===== config.mk =====
export PLATFORM = sky130hd
export DESIGN_NAME = positional_insert_remove_stack_top
export DESIGN_NICKNAME = d
export VERILOG_FILES = /design/src/hw/rtl/pirs_pkg.sv /design/src/hw/rtl/pirs_ctrl.sv /design/src/hw/rtl/pirs_dp.sv /design/src/hw/rtl/positional_insert_remove_stack_top.sv
export SDC_FILE = /design/constraint.sdc
export NUM_CORES = 2
export LEC_CHECK = 0
export BUFFER_PORTS_ARGS = -buffer_cell sky130_fd_sc_hd__buf_4
export CAP_MARGIN = 10
export CORE_MARGIN = 8
export CORE_UTILIZATION = 35
export DETAILED_ROUTE_END_ITERATION = 12
export GPL_TIMING_DRIVEN = 1
export SYNTH_ARGS = -nofsm -noshare
export SYNTH_HDL_FRONTEND = slang
export SYNTH_SLANG_ARGS = --single-unit

===== constraint.sdc =====
create_clock -name clk -period 9.4 [get_ports clk]
set_input_delay 0 -clock clk [delete_from_list [all_inputs] [get_ports clk]]
set_output_delay 0 -clock clk [all_outputs]
set_load 0.02 [all_outputs]

===== src/hw/rtl/pirs_pkg.sv =====
// ----------------------------------------------------------------------------
// pirs_pkg
// Shared types and codes for the positional insert/remove stack.
// ----------------------------------------------------------------------------
package pirs_pkg;

	typedef enum logic [2:0] {
		ACT_PUSH   = 3'd0,
		ACT_INSERT = 3'd1,
		ACT_POP    = 3'd2,
		ACT_REMOVE = 3'd3,
		ACT_PEEK   = 3'd4
	} action_t;

	typedef enum logic [1:0] {
		ST_OK        = 2'd0,
		ST_OVERFLOW  = 2'd1,
		ST_UNDERFLOW = 2'd2,
		ST_INVALID   = 2'd3
	} status_t;

	typedef enum logic [1:0] {
		DP_HOLD = 2'd0,
		DP_INS  = 2'd1,
		DP_DEL  = 2'd2
	} dp_op_t;

	typedef enum logic [1:0] {
		IDX_POS = 2'd0,
		IDX_TOP = 2'd1,
		IDX_CNT = 2'd2
	} idx_sel_t;

	typedef enum logic [1:0] {
		RES_ZERO = 2'd0,
		RES_ONES = 2'd1,
		RES_POS  = 2'd2,
		RES_WORD = 2'd3
	} res_sel_t;

	typedef enum logic [1:0] {
		S_IDLE = 2'b01,
		S_EXEC = 2'b10
	} state_t;

	typedef struct packed {
		logic     load;
		logic     exec;
		dp_op_t   op;
		idx_sel_t idx_sel;
		res_sel_t res_sel;
		status_t  status;
	} dp_cmd_t;

	typedef struct packed {
		logic empty;
		logic full;
		logic pos_gt_cnt;
		logic pos_ge_cnt;
	} dp_flags_t;

	localparam int CAP_BITS   = 5;
	localparam int POS_BITS   = 5;
	localparam int VALUE_BITS = 32;
	localparam logic [CAP_BITS-1:0] CAP_RESET = 5'd16;

endpackage


===== src/hw/rtl/pirs_ctrl.sv =====
// ----------------------------------------------------------------------------
// pirs_ctrl
// Controller: accepts a transaction, decodes the action against the stack
// flags and issues one datapath command.
// ----------------------------------------------------------------------------
module pirs_ctrl
	import pirs_pkg::*;
(
	input  logic      clk,
	input  logic      arst_n,
	input  logic      start,
	input  logic [2:0] action,
	input  dp_flags_t flags,
	output logic      busy,
	output dp_cmd_t   cmd
);

	state_t     state_q;
	logic [2:0] action_q;
	logic       accept;

	assign busy   = (state_q == S_EXEC);
	assign accept = start && !busy;

	always_ff @(posedge clk or negedge arst_n) begin
		if (!arst_n) begin
			state_q <= S_IDLE;
		end else begin
			case (state_q)
				S_IDLE:  if (accept) state_q <= S_EXEC;
				S_EXEC:  state_q <= S_IDLE;
				default: state_q <= S_IDLE;
			endcase
		end
	end

	always_ff @(posedge clk) begin
		if (accept) begin
			action_q <= action;
		end
	end

	always_comb begin
		cmd         = '0;
		cmd.load    = accept;
		cmd.exec    = busy;
		cmd.op      = DP_HOLD;
		cmd.idx_sel = IDX_POS;
		cmd.res_sel = RES_ZERO;
		cmd.status  = ST_OK;
		case (action_q)
			ACT_PUSH: begin
				if (flags.full) begin
					cmd.status = ST_OVERFLOW;
				end else begin
					cmd.op      = DP_INS;
					cmd.idx_sel = IDX_CNT;
				end
			end
			ACT_INSERT: begin
				if (flags.full) begin
					cmd.status = ST_OVERFLOW;
				end else if (flags.pos_gt_cnt) begin
					cmd.status = ST_INVALID;
				end else begin
					cmd.op = DP_INS;
				end
			end
			ACT_POP: begin
				if (flags.empty) begin
					cmd.status  = ST_UNDERFLOW;
					cmd.res_sel = RES_ONES;
				end else begin
					cmd.op      = DP_DEL;
					cmd.idx_sel = IDX_TOP;
					cmd.res_sel = RES_WORD;
				end
			end
			ACT_REMOVE: begin
				if (flags.empty) begin
					cmd.status  = ST_UNDERFLOW;
					cmd.res_sel = RES_ONES;
				end else if (flags.pos_ge_cnt) begin
					cmd.status  = ST_INVALID;
					cmd.res_sel = RES_POS;
				end else begin
					cmd.op      = DP_DEL;
					cmd.res_sel = RES_WORD;
				end
			end
			ACT_PEEK: begin
				if (flags.empty) begin
					cmd.status  = ST_UNDERFLOW;
					cmd.res_sel = RES_ONES;
				end else begin
					cmd.idx_sel = IDX_TOP;
					cmd.res_sel = RES_WORD;
				end
			end
			default: begin
				cmd.op = DP_HOLD;
			end
		endcase
	end

endmodule


===== src/hw/rtl/pirs_dp.sv =====
// ----------------------------------------------------------------------------
// pirs_dp
// Datapath: shifting register file, entry count, capacity register and the
// result registers.
// ----------------------------------------------------------------------------
module pirs_dp
	import pirs_pkg::*;
#(
	parameter int DEPTH     = 16,
	parameter int WORD_BITS = 32
) (
	input  logic                         clk,
	input  logic                         arst_n,
	input  logic                         cfg_we,
	input  logic [CAP_BITS-1:0]          cfg_wdata,
	input  dp_cmd_t                      cmd,
	input  logic [POS_BITS-1:0]          position,
	input  logic signed [VALUE_BITS-1:0] value,
	output dp_flags_t                    flags,
	output logic                         done,
	output logic signed [VALUE_BITS-1:0] result_value,
	output logic [1:0]                   status,
	output logic                         is_empty,
	output logic                         is_full,
	output logic [CAP_BITS-1:0]          entry_count
);

	localparam int CNT_W = $clog2(DEPTH + 1);
	localparam int IW    = $clog2(DEPTH);
	localparam int CW    = (CNT_W > CAP_BITS) ? CNT_W : CAP_BITS;

	logic [WORD_BITS-1:0]  cells_q [DEPTH];
	logic [CNT_W-1:0]      count_q;
	logic [CAP_BITS-1:0]   cap_q;
	logic [POS_BITS-1:0]   position_q;
	logic [VALUE_BITS-1:0] value_q;

	logic [CW-1:0]         cap_ext;
	logic [CW-1:0]         cap_eff;
	logic [CW-1:0]         cnt_ext;
	logic [CW-1:0]         pos_ext;
	logic [CW-1:0]         cnt_nxt;
	logic [CW-1:0]         idx;
	logic [WORD_BITS-1:0]  wr_word;
	logic [WORD_BITS-1:0]  rd_raw;
	logic [VALUE_BITS-1:0] rd_word;
	logic [VALUE_BITS-1:0] res_nxt;

	logic                         done_q;
	logic [VALUE_BITS-1:0]        result_value_q;
	status_t                      status_q;
	logic                         is_empty_q;
	logic                         is_full_q;
	logic [CAP_BITS-1:0]          entry_count_q;

	assign cap_ext = CW'(cap_q);
	assign cnt_ext = CW'(count_q);
	assign pos_ext = CW'(position_q);

	always_comb begin
		if (cap_ext == '0) begin
			cap_eff = CW'(1);
		end else if (cap_ext > CW'(DEPTH)) begin
			cap_eff = CW'(DEPTH);
		end else begin
			cap_eff = cap_ext;
		end
	end

	assign flags.empty      = (cnt_ext == '0);
	assign flags.full       = (cnt_ext >= cap_eff);
	assign flags.pos_gt_cnt = (pos_ext > cnt_ext);
	assign flags.pos_ge_cnt = (pos_ext >= cnt_ext);

	always_comb begin
		case (cmd.idx_sel)
			IDX_POS: idx = pos_ext;
			IDX_TOP: idx = cnt_ext - CW'(1);
			IDX_CNT: idx = cnt_ext;
			default: idx = pos_ext;
		endcase
	end

	generate
		if (WORD_BITS <= VALUE_BITS) begin : g_wr_narrow
			assign wr_word = value_q[WORD_BITS-1:0];
		end else begin : g_wr_wide
			assign wr_word = {{(WORD_BITS - VALUE_BITS){value_q[VALUE_BITS-1]}}, value_q};
		end
	endgenerate

	assign rd_raw = cells_q[idx[IW-1:0]];

	generate
		if (WORD_BITS >= VALUE_BITS) begin : g_rd_wide
			assign rd_word = rd_raw[VALUE_BITS-1:0];
		end else begin : g_rd_narrow
			assign rd_word = {{(VALUE_BITS - WORD_BITS){rd_raw[WORD_BITS-1]}}, rd_raw};
		end
	endgenerate

	always_comb begin
		case (cmd.res_sel)
			RES_ZERO: res_nxt = '0;
			RES_ONES: res_nxt = '1;
			RES_POS:  res_nxt = VALUE_BITS'(position_q);
			RES_WORD: res_nxt = rd_word;
			default:  res_nxt = '0;
		endcase
	end

	always_comb begin
		case (cmd.op)
			DP_INS:  cnt_nxt = cnt_ext + CW'(1);
			DP_DEL:  cnt_nxt = cnt_ext - CW'(1);
			default: cnt_nxt = cnt_ext;
		endcase
	end

	// Cells from the index upward shift against their fixed neighbour or take the new word
	generate
		for (genvar i = 0; i < DEPTH; i++) begin : g_cell
			always_ff @(posedge clk) begin
				if (cmd.exec) begin
					case (cmd.op)
						DP_INS: begin
							if (CW'(i) == idx) begin
								cells_q[i] <= wr_word;
							end else if (CW'(i) > idx) begin
								cells_q[i] <= cells_q[(i > 0) ? i - 1 : 0];
							end
						end
						DP_DEL: begin
							if ((CW'(i) >= idx) && (i < DEPTH - 1)) begin
								cells_q[i] <= cells_q[(i < DEPTH - 1) ? i + 1 : i];
							end
						end
						default: begin
							cells_q[i] <= cells_q[i];
						end
					endcase
				end
			end
		end
	endgenerate

	always_ff @(posedge clk or negedge arst_n) begin
		if (!arst_n) begin
			count_q <= '0;
			cap_q   <= CAP_RESET;
			done_q  <= 1'b0;
		end else begin
			done_q <= cmd.exec;
			if (cfg_we) begin
				cap_q <= cfg_wdata;
			end
			if (cmd.exec) begin
				count_q <= cnt_nxt[CNT_W-1:0];
			end
		end
	end

	always_ff @(posedge clk) begin
		if (cmd.load) begin
			position_q <= position;
			value_q    <= value;
		end
		if (cmd.exec) begin
			result_value_q <= res_nxt;
			status_q       <= cmd.status;
			is_empty_q     <= (cnt_nxt == '0);
			is_full_q      <= (cnt_nxt >= cap_eff);
			entry_count_q  <= CAP_BITS'(cnt_nxt);
		end
	end

	assign done         = done_q;
	assign result_value = result_value_q;
	assign status       = status_q;
	assign is_empty     = is_empty_q;
	assign is_full      = is_full_q;
	assign entry_count  = entry_count_q;

endmodule


===== src/hw/rtl/positional_insert_remove_stack_top.sv =====
// ----------------------------------------------------------------------------
// positional_insert_remove_stack_top
// Bounded stack of signed words with push, pop, peek and insert or remove at
// a position counted from the bottom.
// ----------------------------------------------------------------------------
//  Channel   | Handshake              | Payload
//  ----------+------------------------+----------------------------------------
//  command   | start / busy           | action, position, value
//  result    | done (one-cycle strobe)| result_value, status, is_empty,
//            |                        | is_full, entry_count
//  config    | cfg_we                 | cfg_wdata (capacity)
//
//  Each transaction is accepted in the idle state, then executed in the
//  controller's execute state, during which busy is high. The result appears
//  with done in the cycle after execution. The cells shift together during
//  execution, so the cost does not depend on position or depth.
//  Reset clears the count and sets capacity to 16; no clearing pass.
//  The receiver cannot stall; a new transaction may start while done is high.
// ----------------------------------------------------------------------------
module positional_insert_remove_stack_top
	import pirs_pkg::*;
#(
	parameter int DEPTH     = 16,
	parameter int WORD_BITS = 32
) (
	input  logic                         clk,
	input  logic                         arst_n,
	input  logic                         start,
	output logic                         busy,
	input  logic [2:0]                   action,
	input  logic [POS_BITS-1:0]          position,
	input  logic signed [VALUE_BITS-1:0] value,
	input  logic                         cfg_we,
	input  logic [CAP_BITS-1:0]          cfg_wdata,
	output logic                         done,
	output logic signed [VALUE_BITS-1:0] result_value,
	output logic [1:0]                   status,
	output logic                         is_empty,
	output logic                         is_full,
	output logic [CAP_BITS-1:0]          entry_count
);

	dp_cmd_t   cmd;
	dp_flags_t flags;

	pirs_ctrl u_ctrl (
		.clk    (clk),
		.arst_n (arst_n),
		.start  (start),
		.action (action),
		.flags  (flags),
		.busy   (busy),
		.cmd    (cmd)
	);

	pirs_dp #(
		.DEPTH     (DEPTH),
		.WORD_BITS (WORD_BITS)
	) u_dp (
		.clk          (clk),
		.arst_n       (arst_n),
		.cfg_we       (cfg_we),
		.cfg_wdata    (cfg_wdata),
		.cmd          (cmd),
		.position     (position),
		.value        (value),
		.flags        (flags),
		.done         (done),
		.result_value (result_value),
		.status       (status),
		.is_empty     (is_empty),
		.is_full      (is_full),
		.entry_count  (entry_count)
	);

`ifndef SYNTHESIS
	a_accept_to_done: assert property (@(posedge clk) disable iff (!arst_n)
		(start && !busy) |-> ##2 done)
		else $error("accepted transaction gave no result");

	a_done_after_exec: assert property (@(posedge clk) disable iff (!arst_n)
		done |-> $past(busy))
		else $error("result without execution");

	a_empty_flag: assert property (@(posedge clk) disable iff (!arst_n)
		done |-> (is_empty == (entry_count == '0)))
		else $error("empty flag disagrees with count");

	a_underflow_value: assert property (@(posedge clk) disable iff (!arst_n)
		(done && (status == ST_UNDERFLOW)) |-> (result_value == '1))
		else $error("underflow without all-ones value");
`endif

endmodule

==> impl_metrics.toml <==
[outcome]
status = "finished clean"

[timing]
hold_violations = 0
slew-limit-headroom_pct = 19.7
min_period_ps = 6310
finalSetupViolations = 0
setup_tns_ps = 0
final_max_slew_viol_count = 0
skew_ps = 38.2
fmax_ghz = 0.158
rsz0062_at_grt = "false"
post-route-period-util_pct = 67.2
tightest_slew_ps = 1200

[cts]
cts_made_buffers = 69
h-tree-depth = 3
cts_tree = "done"
cts_hold_buf = 49
cts_setup_buffers = 0
clock-sinks = 606
cts_buffer_depth = 3
cts_root_buf = "clkbuf_16"
cts.repair.resized = 0
insertion_delay_ps = 640
clk_pin_slew_ps = 60

[route]
firstDrtPassIters = 6
drc = 0
dr_total_vias = 27400
drt-wirelength-per-cell_um = 23.6
detail-route-antenna-nets = 0
wirelength_mm = 112
first_iter_violations = 4265
drt-vias-per-instance = 5.76

[global_route]
grt_pass1_wl_mm = 168
grt_pass1_vias = 25700
grt_overflow_total = 0
grtUsageTotal_pct = 20.1
grt_max_degree = 131
antenna_found_initial = 2

[worst_hold_path]
hold_class = "input port to flip-flop"

[yosys]
syn_inst = 3427
synth_nets = 3498
synth-compound-area-share_pct = 11.4
synth_xor_area_share_pct = 0
yosys-mux-area-fraction_pct = 12.3
synthSimpleGateAreaFrac_pct = 17.9
synth.distinct_cells = 65
ys_seq_elements = 606
synth_top_family_by_area = "simple AND/OR/NAND/NOR gates"
yosysWarnings = 0
synthAdderAreaFrac_pct = 0.807
ys_seq_area_share_pct = 53.2
avgSynthCellArea_um2 = 9.95
synth_area_mm2 = 0.0341

[setup_path]
r2r_start = "u_dp.cap_ext[1]"
endpoint = "u_dp.cells_q[8][17]"
r2r_end = "u_dp.cells_q[8][17]"
path_max_fanout = 34
cp_slowest_cell = "a21oi_4"
critPathKind = "flip-flop to flip-flop"
r2r_cells = 20
cp-start-kind = "flip-flop"
crit_start = "u_dp.cap_ext[1]"
required_ps = 9640
slowest_delay_ps = 960
rrSetupSlack_ps = 3090
cp-end-kind = "flip-flop"
worst_ep_arrival_time_ps = 6550
crit_chain = "nor3_1, nor2_1, nor2_1, ha_1, nand2b_1, a21o_1, a21o_1, a21oi_1, o211ai_1, or2_2, ha_1, inv_1, nor2_1, a21o_1, buf_4, nand3_1, a21oi_4, buf_4, inv_1, a21oi_4"

[placement]
dpl_cell_area_mm2 = 0.0358
place.gp.congestion = 0.858
dp_hpwl_mm = 69.4
port-buffer-count = 91

[power]
vdd_drop_max_uv = 114
leakagePower_nw = 14.2
power_density_mw_per_mm2 = 167

[floorplanning]
core_area_mm2 = 0.0967
die_w_um = 328
num_rows = 114
dieArea_mm2 = 0.108
io_pins = 92
start_util_pct = 35.3
die_height_um = 328

[final_layout]
layout-drive-gt1-share_pct = 13.0
fin_nets = 3500
antenna_cells = 0
multi_input_area_mm2 = 0.0148
area_growth_pct = 12.9
design_area_mm2 = 0.0385
register_area_mm2 = 0.0181
fillerInstances = 9513

[flow_run]
drv_cap = 0
-- cell usage in the layout (no fill, tap or decap), types with 61 or more instances in the layout --
| master | synthesis | routed |
|---|---|---|
| a31oi_1 | 261 | 260 |
| edfxtp_1 | 593 | 593 |
| mux4_2 | 66 | 66 |
| mux2i_1 | 193 | 193 |
| clkbuf_16 | 0 | 73 |
| nand2_1 | 927 | 921 |
| o21ai_0 | 87 | 87 |
| a21oi_1 | 184 | 176 |
| mux2_2 | 61 | 61 |
| buf_4 | 27 | 156 |
| nand3_1 | 132 | 130 |
| nor2_1 | 395 | 381 |
-- synth_stat cells, drive strengths merged --
cell | count | share of area (%)
a31o | 2 | 0.051
inv | 24 | 0.26
or3 | 1 | 0.018
o21ai | 125 | 1.9
mux2i | 193 | 5.7
nor2 | 400 | 4.5
or4 | 5 | 0.11
mux4 | 66 | 4.4
edfxtp | 593 | 52
nand2b | 11 | 0.20
dfstp | 2 | 0.15
nor2b | 5 | 0.092
ha | 22 | 0.81
nand3 | 134 | 2.0
o22ai | 6 | 0.11
a22oi | 14 | 0.31
nand4 | 2 | 0.055
mux2 | 68 | 2.2
o211ai | 2 | 0.059
o22a | 1 | 0.026
buf | 181 | 3.2
o311a | 1 | 0.029
a2bb2oi | 1 | 0.026
o31a | 3 | 0.10
nand2 | 928 | 10
dfrtp | 11 | 0.81
or2 | 1 | 0.018
nor3b | 2 | 0.077
o41ai | 15 | 0.39
a32oi | 12 | 0.31
a31oi | 261 | 4.8
a221o | 1 | 0.029
a21oi | 187 | 2.8
nor4 | 2 | 0.037
clkbuf | 97 | 1.1
o21a | 4 | 0.088
or3b | 1 | 0.026
and3 | 17 | 0.31
nor3 | 10 | 0.19
o21bai | 1 | 0.022
and2 | 3 | 0.055
o31ai | 6 | 0.21
a21boi | 1 | 0.033
a21o | 5 | 0.11
-- critical path, delay by kind of cell (launching register included) --
| family | cells | cell delay (ps) |
|---|---|---|
| AND/OR/NAND/NOR | 7 | 1330 |
| adder cells (fa/ha/maj) | 2 | 900 |
| flip-flops | 1 | 390 |
| AO/OA/AOI/OAI | 7 | 1910 |
| buffers and inverters | 4 | 1360 |
-- worst min-delay path by stage --
stage | startpoint | to | slack [ps] | cells after the start
after floorplan | arst_n | u_ctrl.state_q[1] | -300 | 0
after global placement | arst_n | u_dp.cap_ext[3] | -140 | 1
after detailed placement | arst_n | u_dp.cap_ext[3] | -140 | 1
after CTS | value[12] | u_dp.value_q[12] | 50 | 2
after global routing | value[19] | u_dp.value_q[19] | 80 | 2
final | value[25] | u_dp.value_q[25] | 80 | 2
-- report_power, final --
group	internal (W)	leakage (nW)	switching, W	total (W)
registers	0.00301	5.53	0.0000700	0.00308
clock network	0.00151	1.05	0.00115	0.00265
logic	0.000271	7.60	0.000435	0.000706
-- logic make-up (layout without fill, tap and decap cells) --
logic type,count (synthesis),in the layout
AO/OA/AOI/OAI,648,648
adder cells (fa/ha/maj),22,22
buffers and inverters,302,355
flip-flops,606,606
multiplexers,327,327
AND/OR/NAND/NOR,1522,1522
-- registers in the layout, summed over array words and instances, names as in the netlist --
signal             flops
u_dp.result_value     32
u_dp.cnt_ext           5
u_dp.done              1
u_ctrl.action_q        3
u_dp.value_q          32
u_dp.is_full           1
u_ctrl.state_q         2
u_dp.is_empty          1
u_dp.cap_ext           5
u_dp.pos_ext           5
u_dp.entry_count       5
u_dp.status            2
u_dp.cells_q         512
-- layer usage --
| metal | routed length [um] | track usage, % | vias up |
|---|---|---|---|
| met2 | 49700 | 30.6 | 1512 |
| li1 | - | - | 12400 |
| met5 | 13 | 0 | - |
| met3 | 11400 | 3.40 | 199 |
| met1 | 47600 | 28.8 | 13300 |
| met4 | 3560 | 7.04 | 2 |
-- through the flow --
step	power [W]	instances	setup WS, ps	util (%)	hold slack, ps
2_1_floorplan	0.00356	3427	3410	-	-296
3_3_place_gp	0.00380	4584	3070	37.1	-143
3_5_place_dp	0.00382	4584	3060	37.1	-138
4_1_cts	0.00647	4755	3060	39.8	51.1
5_1_grt	0.00663	4756	2690	39.8	76.8
6_report	0.00644	4756	3090	39.8	84.0
-- area by class of cell --
cell class                      count  area share, %
Sequential cell                   606           47.1
Multi-Input combinational cell   2519           38.4
Clock buffer                       90           4.94
Timing Repair Buffer              209           4.54
Tap cell                         1276           4.15
Clock inverter                     32          0.647
Inverter                           24          0.234
Note: power is estimated with default switching activity, not from simulation.
